File: src/rtl/core/sm83_alu_pkg.sv
// Package with the item types and opcode constants of the SM83 block 0 ALU.
package sm83_alu_pkg;

   localparam logic [7:0] OP_RLCA = 8'h07;
   localparam logic [7:0] OP_RRCA = 8'h0F;
   localparam logic [7:0] OP_RLA  = 8'h17;
   localparam logic [7:0] OP_RRA  = 8'h1F;
   localparam logic [7:0] OP_DAA  = 8'h27;
   localparam logic [7:0] OP_CPL  = 8'h2F;
   localparam logic [7:0] OP_SCF  = 8'h37;
   localparam logic [7:0] OP_CCF  = 8'h3F;

   localparam logic [3:0] LO_INC16  = 4'h3;
   localparam logic [3:0] LO_DEC16  = 4'hB;
   localparam logic [3:0] LO_ADDHL  = 4'h9;
   localparam logic [2:0] LO3_INC8  = 3'h4;
   localparam logic [2:0] LO3_DEC8  = 3'h5;
   localparam logic [1:0] BLOCK0    = 2'b00;

   localparam logic [7:0] DAA_LO_CORR = 8'h06;
   localparam logic [7:0] DAA_HI_CORR = 8'h60;
   localparam logic [7:0] DAA_HI_MAX  = 8'h99;
   localparam logic [3:0] DAA_LO_MAX  = 4'h9;

   typedef struct packed {
      logic [7:0]  opcode;
      logic [7:0]  acc;
      logic        z_in;
      logic        n_in;
      logic        h_in;
      logic        c_in;
      logic [7:0]  reg8_in;
      logic [15:0] reg16_in;
      logic [15:0] hl_in;
   } req_type;

   typedef struct packed {
      logic [7:0]  acc_out;
      logic        z_out;
      logic        n_out;
      logic        h_out;
      logic        c_out;
      logic [7:0]  reg8_out;
      logic [15:0] reg16_out;
      logic [15:0] hl_out;
      logic        handled;
   } rsp_type;

   localparam int REQ_W = $bits(req_type);
   localparam int RSP_W = $bits(rsp_type);

endpackage

File: src/rtl/core/sm83_alu_stage.sv
// Pipeline register stage with valid and stall handshake on both sides.
module sm83_alu_stage #(
   parameter int WIDTH = sm83_alu_pkg::REQ_W
) (
   input  logic             clock,
   input  logic             reset,
   input  logic             up_valid,
   output logic             up_stall,
   input  logic [WIDTH-1:0] up_data,
   output logic             dn_valid,
   input  logic             dn_stall,
   output logic [WIDTH-1:0] dn_data
);

   logic             valid_ff;
   logic             valid_in;
   logic [WIDTH-1:0] data_ff;
   logic             load;

   assign up_stall = valid_ff & dn_stall;
   assign load     = up_valid & ~up_stall;
   assign valid_in = load | (valid_ff & dn_stall);

   always_ff @(posedge clock) begin
      if (reset) begin
         valid_ff <= 1'b0;
      end else begin
         valid_ff <= valid_in;
      end
   end

   always_ff @(posedge clock) begin
      if (load) begin
         data_ff <= up_data;
      end
   end

   assign dn_valid = valid_ff;
   assign dn_data  = data_ff;

endmodule

File: src/rtl/core/sm83_alu_core.sv
// Combinational execute logic for the block 0 register arithmetic opcodes.
module sm83_alu_core (
   input  sm83_alu_pkg::req_type req,
   output sm83_alu_pkg::rsp_type rsp
);

   logic [7:0]  op;
   logic [7:0]  a;
   logic [7:0]  daa_corr;
   logic        daa_carry;
   logic [7:0]  daa_res;
   logic [7:0]  r8_inc;
   logic [7:0]  r8_dec;
   logic [16:0] hl_sum;
   logic [12:0] hl_half;

   assign op = req.opcode;
   assign a  = req.acc;

   always_comb begin
      daa_corr  = 8'h00;
      daa_carry = 1'b0;
      if (req.h_in || (!req.n_in && (a[3:0] > sm83_alu_pkg::DAA_LO_MAX))) begin
         daa_corr = daa_corr | sm83_alu_pkg::DAA_LO_CORR;
      end
      if (req.c_in || (!req.n_in && (a > sm83_alu_pkg::DAA_HI_MAX))) begin
         daa_corr  = daa_corr | sm83_alu_pkg::DAA_HI_CORR;
         daa_carry = 1'b1;
      end
   end

   assign daa_res = req.n_in ? (a - daa_corr) : (a + daa_corr);
   assign r8_inc  = req.reg8_in + 8'd1;
   assign r8_dec  = req.reg8_in - 8'd1;
   assign hl_sum  = {1'b0, req.hl_in} + {1'b0, req.reg16_in};
   assign hl_half = {1'b0, req.hl_in[11:0]} + {1'b0, req.reg16_in[11:0]};

   always_comb begin
      rsp.acc_out   = a;
      rsp.z_out     = req.z_in;
      rsp.n_out     = req.n_in;
      rsp.h_out     = req.h_in;
      rsp.c_out     = req.c_in;
      rsp.reg8_out  = req.reg8_in;
      rsp.reg16_out = req.reg16_in;
      rsp.hl_out    = req.hl_in;
      rsp.handled   = 1'b1;

      if (op[7:6] != sm83_alu_pkg::BLOCK0) begin
         rsp.handled = 1'b0;
      end else if (op == sm83_alu_pkg::OP_RLCA) begin
         rsp.acc_out = {a[6:0], a[7]};
         rsp.c_out   = a[7];
         rsp.z_out   = 1'b0;
         rsp.n_out   = 1'b0;
         rsp.h_out   = 1'b0;
      end else if (op == sm83_alu_pkg::OP_RRCA) begin
         rsp.acc_out = {a[0], a[7:1]};
         rsp.c_out   = a[0];
         rsp.z_out   = 1'b0;
         rsp.n_out   = 1'b0;
         rsp.h_out   = 1'b0;
      end else if (op == sm83_alu_pkg::OP_RLA) begin
         rsp.acc_out = {a[6:0], req.c_in};
         rsp.c_out   = a[7];
         rsp.z_out   = 1'b0;
         rsp.n_out   = 1'b0;
         rsp.h_out   = 1'b0;
      end else if (op == sm83_alu_pkg::OP_RRA) begin
         rsp.acc_out = {req.c_in, a[7:1]};
         rsp.c_out   = a[0];
         rsp.z_out   = 1'b0;
         rsp.n_out   = 1'b0;
         rsp.h_out   = 1'b0;
      end else if (op == sm83_alu_pkg::OP_DAA) begin
         rsp.acc_out = daa_res;
         rsp.z_out   = (daa_res == 8'h00);
         rsp.h_out   = 1'b0;
         rsp.c_out   = daa_carry;
      end else if (op == sm83_alu_pkg::OP_CPL) begin
         rsp.acc_out = ~a;
         rsp.n_out   = 1'b1;
         rsp.h_out   = 1'b1;
      end else if (op == sm83_alu_pkg::OP_SCF) begin
         rsp.c_out = 1'b1;
         rsp.n_out = 1'b0;
         rsp.h_out = 1'b0;
      end else if (op == sm83_alu_pkg::OP_CCF) begin
         rsp.c_out = ~req.c_in;
         rsp.n_out = 1'b0;
         rsp.h_out = 1'b0;
      end else if (op[3:0] == sm83_alu_pkg::LO_INC16) begin
         rsp.reg16_out = req.reg16_in + 16'd1;
      end else if (op[3:0] == sm83_alu_pkg::LO_DEC16) begin
         rsp.reg16_out = req.reg16_in - 16'd1;
      end else if (op[3:0] == sm83_alu_pkg::LO_ADDHL) begin
         rsp.hl_out = hl_sum[15:0];
         rsp.h_out  = hl_half[12];
         rsp.c_out  = hl_sum[16];
         rsp.n_out  = 1'b0;
      end else if (op[2:0] == sm83_alu_pkg::LO3_INC8) begin
         rsp.reg8_out = r8_inc;
         rsp.h_out    = (req.reg8_in[3:0] == 4'hF);
         rsp.z_out    = (r8_inc == 8'h00);
         rsp.n_out    = 1'b0;
      end else if (op[2:0] == sm83_alu_pkg::LO3_DEC8) begin
         rsp.reg8_out = r8_dec;
         rsp.h_out    = (req.reg8_in[3:0] == 4'h0);
         rsp.z_out    = (r8_dec == 8'h00);
         rsp.n_out    = 1'b1;
      end else begin
         rsp.handled = 1'b0;
      end
   end

endmodule

File: src/rtl/core/sm83_block0_alu_flags.sv
// Top level of the SM83 block 0 ALU: input register, execute logic, result register.
// The block executes the block 0 register arithmetic opcodes (rotates of A, DAA, CPL,
// SCF, CCF, INC and DEC of r8 and r16, ADD HL,r16) and returns the new register values
// and flags; other opcodes come back unchanged with rsp_handled low. An item is taken
// every cycle while req_stall is low. It is held in the input register, and its result
// is written into the result register, which drives the result ports. All arithmetic
// sits in the single logic level between the two registers. The result register holds
// its item while rsp_stall is high, and the input register holds its item while the
// result register is stalled, so the block accepts items until both stages are full.
module sm83_block0_alu_flags (
   input  logic        clock,
   input  logic        reset,
   input  logic        req_valid,
   output logic        req_stall,
   input  logic [7:0]  req_opcode,
   input  logic [7:0]  req_acc,
   input  logic        req_z_in,
   input  logic        req_n_in,
   input  logic        req_h_in,
   input  logic        req_c_in,
   input  logic [7:0]  req_reg8_in,
   input  logic [15:0] req_reg16_in,
   input  logic [15:0] req_hl_in,
   output logic        rsp_valid,
   input  logic        rsp_stall,
   output logic [7:0]  rsp_acc_out,
   output logic        rsp_z_out,
   output logic        rsp_n_out,
   output logic        rsp_h_out,
   output logic        rsp_c_out,
   output logic [7:0]  rsp_reg8_out,
   output logic [15:0] rsp_reg16_out,
   output logic [15:0] rsp_hl_out,
   output logic        rsp_handled
);

   sm83_alu_pkg::req_type req_in;
   sm83_alu_pkg::req_type req_q;
   sm83_alu_pkg::rsp_type rsp_in;
   sm83_alu_pkg::rsp_type rsp_q;
   logic                  mid_valid;
   logic                  mid_stall;

   always_comb begin
      req_in.opcode   = req_opcode;
      req_in.acc      = req_acc;
      req_in.z_in     = req_z_in;
      req_in.n_in     = req_n_in;
      req_in.h_in     = req_h_in;
      req_in.c_in     = req_c_in;
      req_in.reg8_in  = req_reg8_in;
      req_in.reg16_in = req_reg16_in;
      req_in.hl_in    = req_hl_in;
   end

   sm83_alu_stage #(
      .WIDTH (sm83_alu_pkg::REQ_W)
   ) u_req_stage (
      .clock    (clock),
      .reset    (reset),
      .up_valid (req_valid),
      .up_stall (req_stall),
      .up_data  (req_in),
      .dn_valid (mid_valid),
      .dn_stall (mid_stall),
      .dn_data  (req_q)
   );

   sm83_alu_core u_core (
      .req (req_q),
      .rsp (rsp_in)
   );

   sm83_alu_stage #(
      .WIDTH (sm83_alu_pkg::RSP_W)
   ) u_rsp_stage (
      .clock    (clock),
      .reset    (reset),
      .up_valid (mid_valid),
      .up_stall (mid_stall),
      .up_data  (rsp_in),
      .dn_valid (rsp_valid),
      .dn_stall (rsp_stall),
      .dn_data  (rsp_q)
   );

   assign rsp_acc_out   = rsp_q.acc_out;
   assign rsp_z_out     = rsp_q.z_out;
   assign rsp_n_out     = rsp_q.n_out;
   assign rsp_h_out     = rsp_q.h_out;
   assign rsp_c_out     = rsp_q.c_out;
   assign rsp_reg8_out  = rsp_q.reg8_out;
   assign rsp_reg16_out = rsp_q.reg16_out;
   assign rsp_hl_out    = rsp_q.hl_out;
   assign rsp_handled   = rsp_q.handled;

endmodule

File: config.mk
export PLATFORM = sky130hd
export DESIGN_NAME = sm83_block0_alu_flags
export DESIGN_NICKNAME = d
export VERILOG_FILES = /design/src/rtl/core/sm83_alu_pkg.sv /design/src/rtl/core/sm83_alu_stage.sv /design/src/rtl/core/sm83_alu_core.sv /design/src/rtl/core/sm83_block0_alu_flags.sv
export SDC_FILE = /design/constraint.sdc
export NUM_CORES = 1
export LEC_CHECK = 0
export ABC_AREA = 0
export BUFFER_PORTS_ARGS = -buffer_cell sky130_fd_sc_hd__buf_2
export CAP_MARGIN = 15
export CORE_UTILIZATION = 61
export DETAILED_ROUTE_END_ITERATION = 8
export PLACE_DENSITY = 0.86
export SKIP_LAST_GASP = 1
export SLEW_MARGIN = 25
export SYNTH_ARGS = -nofsm -noshare
export SYNTH_HDL_FRONTEND = slang
export SYNTH_SLANG_ARGS = --single-unit
File: constraint.sdc
create_clock -name clock -period 7.45 [get_ports clock]
set_input_delay 0 -clock clock [delete_from_list [all_inputs] [get_ports clock]]
set_output_delay 0 -clock clock [all_outputs]
set_load 0.005 [all_outputs]
==> results of run 1 <==
==> final cells by class <==
| class | count | area share (%) |
|---|---|---|
| flip-flops and latches | 115 | 40.80 |
| clock buffers | 22 | 5.144 |
| repair buffers | 186 | 14.99 |
| inverters | 15 | 0.6988 |
| multi-input cells | 451 | 35.56 |
| well taps | 136 | 2.022 |
| clock inverters | 10 | 0.7880 |
==> power groups by stage <==
stage               clock network, W  logic, W  registers [W]
floorplan                          0  0.000151       0.000791
global placement                   0  0.000207       0.000801
finish                      0.000697  0.000249       0.000792
CTS                         0.000703  0.000243       0.000791
detailed placement                 0  0.000215       0.000803
global route                0.000732  0.000274       0.000796
==> registers in the layout (all words and copies together) (netlist names) <==
name	count
u_rsp_stage.dn_valid	1
u_req_stage.dn_valid	1
u_req_stage.dn_data	60
u_rsp_stage.dn_data	53
==> metal layers <==
| metal | up-vias | track usage (%) | wire length, um |
|---|---|---|---|
| met1 | 2704 | 38.61 | 6888 |
| met4 | 0 | 14.29 | 406 |
| met3 | 37 | 7.050 | 1122 |
| met5 | - | 0 | 0 |
| li1 | 2679 | - | - |
| met2 | 310 | 57.24 | 9005 |
==> final timing paths <==
check / startpoint / to / slack, ns / cells after the start
setup reg to reg: u_req_stage.dn_data[42] / u_rsp_stage.dn_data[44] / 4.09 / 11
hold reg to reg: u_req_stage.dn_data[0] / u_rsp_stage.dn_data[1] / 0.59 / 2
hold / removal: req_acc[5] / u_req_stage.dn_data[49] / 0.18 / 2
setup / recovery: u_req_stage.dn_data[42] / u_rsp_stage.dn_data[44] / 4.09 / 11
==> cell families after synthesis <==
kind of cell	share of synthesized area, %
AO/OA/AOI/OAI	15.45
XOR/XNOR	5.588
adder cells (fa/ha/maj)	6.197
buffers and inverters	2.756
flip-flops	52.16
multiplexers	1.255
AND/OR/NAND/NOR	16.59
==> stage by stage <==
| step | setup slack [ns] | instances | power (W) | hold slack, ns |
|---|---|---|---|---|
| 5_1_grt | 3.867 | 935 | 0.001801 | 0.1545 |
| 2_1_floorplan | 2.692 | 609 | 0.0009421 | 0.07238 |
| 6_report | 4.087 | 935 | 0.001738 | 0.1760 |
| 4_1_cts | 4.114 | 935 | 0.001737 | 0.1532 |
| 3_5_place_dp | 4.126 | 839 | 0.001018 | 0.1781 |
| 3_3_place_gp | 4.207 | 839 | 0.001008 | 0.1729 |
==> worst register-to-register path: cells and delay by family, from the launching register on <==
family	cells	cell delay [ns]
DFF	1	0.53
muxes	1	0.26
adders and majority gates	2	0.68
AOI/OAI and AO/OA	4	0.75
and+or+nand+nor	4	0.97
==> synth_stat cells (3+ instances only) <==
master / n
edfxtp_1: 113
nor2_1: 53
nand2_1: 51
o21ai_0: 39
ha_1: 31
a21oi_1: 30
clkbuf_1: 22
nor3_1: 22
xnor2_1: 21
xor2_1: 21
nand3_1: 19
inv_1: 13
nand2b_1: 11
a31oi_1: 9
a211oi_1: 8
nand4_1: 8
nor2b_1: 8
o21a_1: 7
a21o_1: 6
mux2i_1: 6
o211ai_1: 6
or3_1: 6
and3_1: 5
o22ai_1: 5
nand4b_1: 4
o221ai_1: 4
o31ai_1: 4
o32ai_1: 4
or2_2: 4
a22oi_1: 3
a2bb2oi_1: 3
nor3b_1: 3
nor4_1: 3
or4_1: 3
==> timing repair <==
| action | CTS | global route |
|---|---|---|
| gates resized for setup | 0 | 0 |
| buffers inserted | 0 | 0 |
| hold endpoints to repair | 62 | 0 |
| hold buffers | 64 | 0 |
==> impl_metrics.env, run 1 <==
export IMPL_min_period_ns=3.363
export IMPL_power_leakage_nw=3.278
export IMPL_clkTransAtPathRegs_ns=0.06
export IMPL_dominantRegCellSynth="edfxtp_1"
export IMPL_crit_chain="nand2b_1 > o32ai_1 > a21oi_1 > ha_1 > mux2_2 > ha_1 > nor2_1 > or4_1 > nor4_1 > a21oi_1 > a211oi_1"
export IMPL_netSwitchingFraction_pct=25.04
export IMPL_die_area_um2=11210
export IMPL_grt_pass1_vias=5710
export IMPL_detail_route_iter0_violations=483
export IMPL_layout_cells_most_common="buf_2"
export IMPL_start_kind="flop"
export IMPL_gr_total_overflow=0
export IMPL_clk_root_buffer_cell="clkbuf_8"
export IMPL_seq_power_share_pct=45.6
export IMPL_fin_area_um2=8416
export IMPL_tightest_pin_transition_ns=0.9888
export IMPL_pin_count=119
export IMPL_syn_area_um2=6583
export IMPL_io_buffers=118
export IMPL_max_slew_margin_rel_pct=33.84
export IMPL_final_layout_size_suffix_gt1_share_pct=19.77
export IMPL_peakVddDrop_mv=0.1854
export IMPL_path_delay_family="simple AND/OR/NAND/NOR gates"
export IMPL_post_route_period_util_pct=45.14
export IMPL_endpoint_kind="flop"
export IMPL_area_sequential_um2=3433
export IMPL_route_vias_total=5730
export IMPL_timing_max_cap_violations=0
export IMPL_postSynthAreaPerCell_um2=10.81
export IMPL_drt_pre_antenna_iters=5
export IMPL_clock_tree_buffer_depth=2
export IMPL_synth_warning_count=0
export IMPL_multiInputGateArea_um2=2993
export IMPL_per_cell_via_count_in_the_routed_design=6.128
export IMPL_total_number_of_clock_tree_sinks=115
export IMPL_finClkSkew_ns=0.008259
export IMPL_gpl_final_weighted_congestion=0.9443
export IMPL_synthesis_nets=705
export IMPL_synth_top_area_share_pct=51.55
export IMPL_internal_power_w=0.001302
export IMPL_post_drt_wl_per_cell_um=18.63
export IMPL_synthToLayoutAreaGrowth_pct=27.85
export IMPL_antenna_found_initial=0
export IMPL_hold_class="in2reg"
export IMPL_p_comb_share_pct=14.3
export IMPL_timing_fmax_mhz=297.3
export IMPL_yosys_cell_types_count=75
export IMPL_start_util_pct=63.20
export IMPL_synth_ff_latch_count=115
export IMPL_die_x_um=105.9
export IMPL_cts_buffer_count=17
export IMPL_synth_top_cell_by_area="edfxtp_1"
export IMPL_power_net_switching_w=0.0004351
export IMPL_crit_arrival_ns=3.72
export IMPL_wl_um=17420
export IMPL_rsz_0062_raised_after_global_routing="false"
export IMPL_dieHeight_um=105.9
export IMPL_synth_edf_count=113
export IMPL_synth_yosys_seq_area_share_pct=52.16
export IMPL_crit_fanout=9
export IMPL_postPlaceCellArea_um2=7276
export IMPL_grt_first_pass_wirelength_um=27800
export IMPL_grt_start_max_net_pins=61
export IMPL_global_route_usage_total_pct=32.69
export IMPL_drv_slew=0
export IMPL_finalNetCount=882
export IMPL_mostFrequentLayoutCells="118 x buf_2, 113 x edfxtp_1, 64 x dlygate4sd3_1, 53 x nor2_1, 51 x nand2_1"
export IMPL_later_pin_clock_latency_in_the_skew_report_ns=0.54
export IMPL_critical_path_slowest_cell="edfxtp_1"
export IMPL_ys_top_cells_by_area="edfxtp_1 52%, ha_1 5.9%, nor2_1 3.0%, o21ai_0 3.0%, nand2_1 2.9%"
export IMPL_timing_hold_violations_final=0
export IMPL_tns_ns=0
export IMPL_share_clk_of_total_power_pct=40.1
export IMPL_pwr_density_cell_nw_per_um2=206.5
export IMPL_cts_tree="done"
export IMPL_timing_worst_setup_path_type="reg2reg"
export IMPL_run_status="finished clean"
export IMPL_timing_final_setup_violations=0
export IMPL_num_antenna_cells=0
export IMPL_ctsHtreeMaxLevel=4
export IMPL_postSynthCellCount=609
export IMPL_final_core_util_pct=80.79
export IMPL_final_fill_count=632
export IMPL_route_antenna_remaining_nets=0
export IMPL_placeableCoreArea_um2=10420
export IMPL_drc=0
export IMPL_critical_path_n_buffers_inverters=0
export IMPL_place_hpwl_um=11100
export IMPL_slowest_delay_ns=0.53
export IMPL_required_ns=7.81
export IMPL_asyncSetResetFlopFracSynth_pct=0
export IMPL_core_rowCount=37
No activity file was read; power rests on OpenSTA's default activity.
==> run 2: changes to the inputs <==
--- a/config.mk
+++ b/config.mk
@@ -5,12 +5,12 @@
 export SDC_FILE = /design/constraint.sdc
 export NUM_CORES = 1
 export LEC_CHECK = 0
-export ABC_AREA = 0
+export ABC_AREA = 1
 export BUFFER_PORTS_ARGS = -buffer_cell sky130_fd_sc_hd__buf_2
 export CAP_MARGIN = 15
-export CORE_UTILIZATION = 61
+export CORE_UTILIZATION = 57
 export DETAILED_ROUTE_END_ITERATION = 8
-export PLACE_DENSITY = 0.86
+export PLACE_DENSITY = 0.81
 export SKIP_LAST_GASP = 1
 export SLEW_MARGIN = 25
 export SYNTH_ARGS = -nofsm -noshare
==> constraint.sdc (replaced) <==
create_clock -name clock -period 3.24 [get_ports clock]
set_input_delay 0 -clock clock [delete_from_list [all_inputs] [get_ports clock]]
set_output_delay 0 -clock clock [all_outputs]
set_load 0.005 [all_outputs]
==> run 2 against run 1 <==
  * Worst hold slack better by 0.10 ns
  * Cell count is 15% higher
  * Combinational power is 150% higher
  * Cell area is 3.7% higher
  * Wire length is 6.7% higher
  * Critical path depth is 7 higher
  * Maximum frequency is 17% higher
  * Total power is 140% higher
  * Critical endpoint is now u_rsp_stage.dn_data[52]
  * Highest routed layer unchanged
==> impl_metrics.env, run 2 <==
export IMPL_layout_cells_most_common="nand2_1"
export IMPL_timing_fmax_mhz=348.4
export IMPL_crit_fanout=5
export IMPL_crit_chain="o21a_1 > nand2_1 > nand3_1 > nand2_1 > nand2_1 > inv_1 > ha_1 > o21ai_0 > ha_1 > a21o_1 > a31oi_1 > nand2_1 > o21ai_1 > nand4_1 > nand2_1 > nand2_1 > nand2_1 > o21ai_0"
export IMPL_timing_max_cap_violations=0
export IMPL_crit_arrival_ns=3.03
export IMPL_power_net_switching_w=0.001099
export IMPL_fin_area_um2=8731
export IMPL_asyncSetResetFlopFracSynth_pct=0
export IMPL_die_x_um=110.6
export IMPL_synth_edf_count=113
export IMPL_postSynthAreaPerCell_um2=9.425
export IMPL_power_leakage_nw=3.849
export IMPL_run_status="finished clean"
export IMPL_timing_critical_path_to="u_rsp_stage.dn_data[52]"
export IMPL_total_number_of_clock_tree_sinks=115
export IMPL_rrSetupSlack_ns=0.37
export IMPL_finClkSkew_ns=0.008413
export IMPL_rsz_0062_raised_after_global_routing="false"
export IMPL_per_cell_via_count_in_the_routed_design=5.548
export IMPL_slowest_delay_ns=0.46
export IMPL_timing_final_setup_violations=0
export IMPL_regToRegStartpoint="u_req_stage.dn_data[46]"
export IMPL_met1Wirelength_um=7845
export IMPL_seq_power_share_pct=43.4
export IMPL_depth_of_the_worst_hold_timing_path=2
export IMPL_placement_setup_worst_slack_ns=0.3450
export IMPL_wl_um=18600
export IMPL_syn_area_um2=6720
export IMPL_grt_first_pass_wirelength_um=29730
export IMPL_ctsHtreeMaxLevel=4
export IMPL_timing_hold_violations_final=0
export IMPL_met3RoutedLength_um=1316
export IMPL_drt_pre_antenna_iters=6
export IMPL_clkTransAtPathRegs_ns=0.05
export IMPL_cell_with_the_most_instances_after_synthesis="nand2_1"
export IMPL_route_vias_total=5947
export IMPL_critical_path_reg2reg_endpoint="u_rsp_stage.dn_data[52]"
export IMPL_synth_yosys_seq_area_share_pct=51.09
export IMPL_antenna_found_initial=0
export IMPL_global_route_usage_total_pct=31.50
export IMPL_gr_total_overflow=0
export IMPL_die_area_um2=12230
export IMPL_netSwitchingFraction_pct=26.55
export IMPL_synth_ff_latch_count=115
export IMPL_pin_count=119
export IMPL_drv_slew=0
export IMPL_start_kind="flop"
export IMPL_finalNetCount=1012
export IMPL_pwr_density_cell_nw_per_um2=473.9
export IMPL_final_layout_size_suffix_gt1_share_pct=21.31
export IMPL_most_numerous_cell_types_in_the_synthesized_netlist="153 x nand2_1, 113 x edfxtp_1, 81 x inv_1"
export IMPL_peakVddDrop_mv=0.5024
export IMPL_area_sequential_um2=3433
export IMPL_path_common_cell="nand2_1"
export IMPL_detail_route_iter0_violations=733
export IMPL_core_rowCount=39
export IMPL_path_delay_family="compound AO/OA/AOI/OAI gates"
export IMPL_synthToLayoutAreaGrowth_pct=29.92
export IMPL_critical_path_cell_count=18
export IMPL_critical_path_slowest_cell="edfxtp_1"
export IMPL_cts_tree="done"
export IMPL_endpoint_kind="flop"
export IMPL_postPlaceCellArea_um2=7557
export IMPL_synth_warning_count=0
export IMPL_later_pin_clock_latency_in_the_skew_report_ns=0.43
export IMPL_dominantRegCellSynth="edfxtp_1"
export IMPL_min_period_ns=2.870
export IMPL_top_layer="met4"
export IMPL_cts_buffer_count=17
export IMPL_max_slew_margin_rel_pct=50.69
export IMPL_synthesis_nets=809
export IMPL_tightest_pin_transition_ns=0.7389
export IMPL_place_hpwl_um=12500
export IMPL_required_ns=3.40
export IMPL_route_antenna_remaining_nets=0
export IMPL_final_cell_count_no_fill=1072
export IMPL_numPlacedInstances=977
export IMPL_p_comb_share_pct=14.9
export IMPL_timing_worst_setup_path_type="reg2reg"
export IMPL_drc=0
export IMPL_hold_class="in2reg"
export IMPL_post_drt_wl_per_cell_um=17.35
export IMPL_multiInputGateArea_um2=2900
export IMPL_final_fill_count=745
export IMPL_dieHeight_um=110.6
export IMPL_critical_path_startpoint="u_req_stage.dn_data[46]"
export IMPL_clock_tree_buffer_depth=2
export IMPL_ys_top_cells_by_area="edfxtp_1 50%, nand2_1 8.5%, ha_1 5.8%, inv_1 4.5%, o21ai_0 3.8%"
export IMPL_post_route_period_util_pct=88.58
export IMPL_placeableCoreArea_um2=11470
export IMPL_number_of_flip_flops_under_the_largest_register_name=60
export IMPL_io_buffers=118
export IMPL_clk_root_buffer_cell="clkbuf_16"
export IMPL_grt_pass1_vias=5944
export IMPL_internal_power_w=0.003039
export IMPL_synth_top_cell_by_area="edfxtp_1"
export IMPL_yosys_cell_types_count=48
export IMPL_wl_met2_um=9108
export IMPL_synth_top_area_share_pct=50.49
export IMPL_grt_start_max_net_pins=39
export IMPL_gpl_final_weighted_congestion=0.9254
export IMPL_mostFrequentLayoutCells="153 x nand2_1, 118 x buf_2, 113 x edfxtp_1, 80 x inv_1, 63 x dlygate4sd3_1"
export IMPL_critical_path_n_buffers_inverters=1
export IMPL_share_clk_of_total_power_pct=41.7
export IMPL_setup_ws_ns=0.3700
export IMPL_num_antenna_cells=0
export IMPL_timing_reg2reg_worst_path_depth=18
export IMPL_start_util_pct=58.60
export IMPL_postSynthCellCount=713
export IMPL_tns_ns=0
run 2: worst reg2reg max path, cell delays in order (launching register included):
cell and delay (ns):
edfxtp_1 0.46, o21a_1 0.25, nand2_1 0.07, nand3_1 0.07
nand2_1 0.07, nand2_1 0.06, inv_1 0.10, ha_1 0.15
o21ai_0 0.08, ha_1 0.34, a21o_1 0.17, a31oi_1 0.13
nand2_1 0.08, o21ai_1 0.21, nand4_1 0.10, nand2_1 0.07
nand2_1 0.05, nand2_1 0.05, o21ai_0 0.09
run 2: through the flow:
stage                     util [%]  total power [W]  hold slack [ns]
after floorplan                  -         0.002169          0.06907
after detailed placement     65.90         0.002359           0.1766
after CTS                    76.14         0.004136           0.2614
final                        76.14         0.004137           0.2792
after global placement       65.90         0.002348           0.1697
after global routing         76.14         0.004281           0.2681
run 2: power by group through the flow:
stage | clock network [W] | registers [W] | logic (W)
after global routing | 0.00180 | 0.00180 | 0.000680
after detailed placement | 0 | 0.00182 | 0.000536
after CTS | 0.00174 | 0.00179 | 0.000601
final | 0.00172 | 0.00180 | 0.000617
after global placement | 0 | 0.00182 | 0.000526
after floorplan | 0 | 0.00181 | 0.000356
run 2: worst min-delay path by stage:
stage                startpoint                      end  slack [ns]
2_1_floorplan             reset     u_req_stage.dn_valid        0.07
3_3_place_gp              reset     u_rsp_stage.dn_valid        0.17
3_5_place_dp              reset     u_req_stage.dn_valid        0.18
4_1_cts              req_acc[0]  u_req_stage.dn_data[44]        0.26
5_1_grt        req_reg16_in[11]  u_req_stage.dn_data[27]        0.27
6_report          req_opcode[4]  u_req_stage.dn_data[56]        0.28
run 2: kinds of logic after synthesis:
| group | count (synthesis) | synth area share, % |
|---|---|---|
| flip-flops | 115 | 51.09 |
| adder cells (fa/ha/maj) | 32 | 6.070 |
| AO/OA/AOI/OAI | 139 | 12.36 |
| buffers and inverters | 100 | 5.921 |
| XOR/XNOR | 42 | 5.474 |
| AND/OR/NAND/NOR | 281 | 18.49 |
| multiplexers | 4 | 0.5958 |
run 2: repair_timing:
action	in CTS	in global routing
hold buffers	63	0
endpoints found under the hold margin	62	0
resized for setup	0	1
setup buffers	0	0
endpoints found under the setup margin	0	1
run 2: final cells by class:
type / count / area share [%]
timing repair buffer: 191 / 15.13
inverter: 93 / 4.056
tap: 143 / 2.049
multi-input combinational: 498 / 33.22
sequential: 115 / 39.32
clock inverter: 15 / 1.347
clock buffer: 17 / 4.872
run 2: routing by layer:
layer,track usage [%],up-vias
met5,0,-
met4,10.84,0
met3,7.080,39
met2,53.25,272
met1,39.82,2759
li1,-,2877
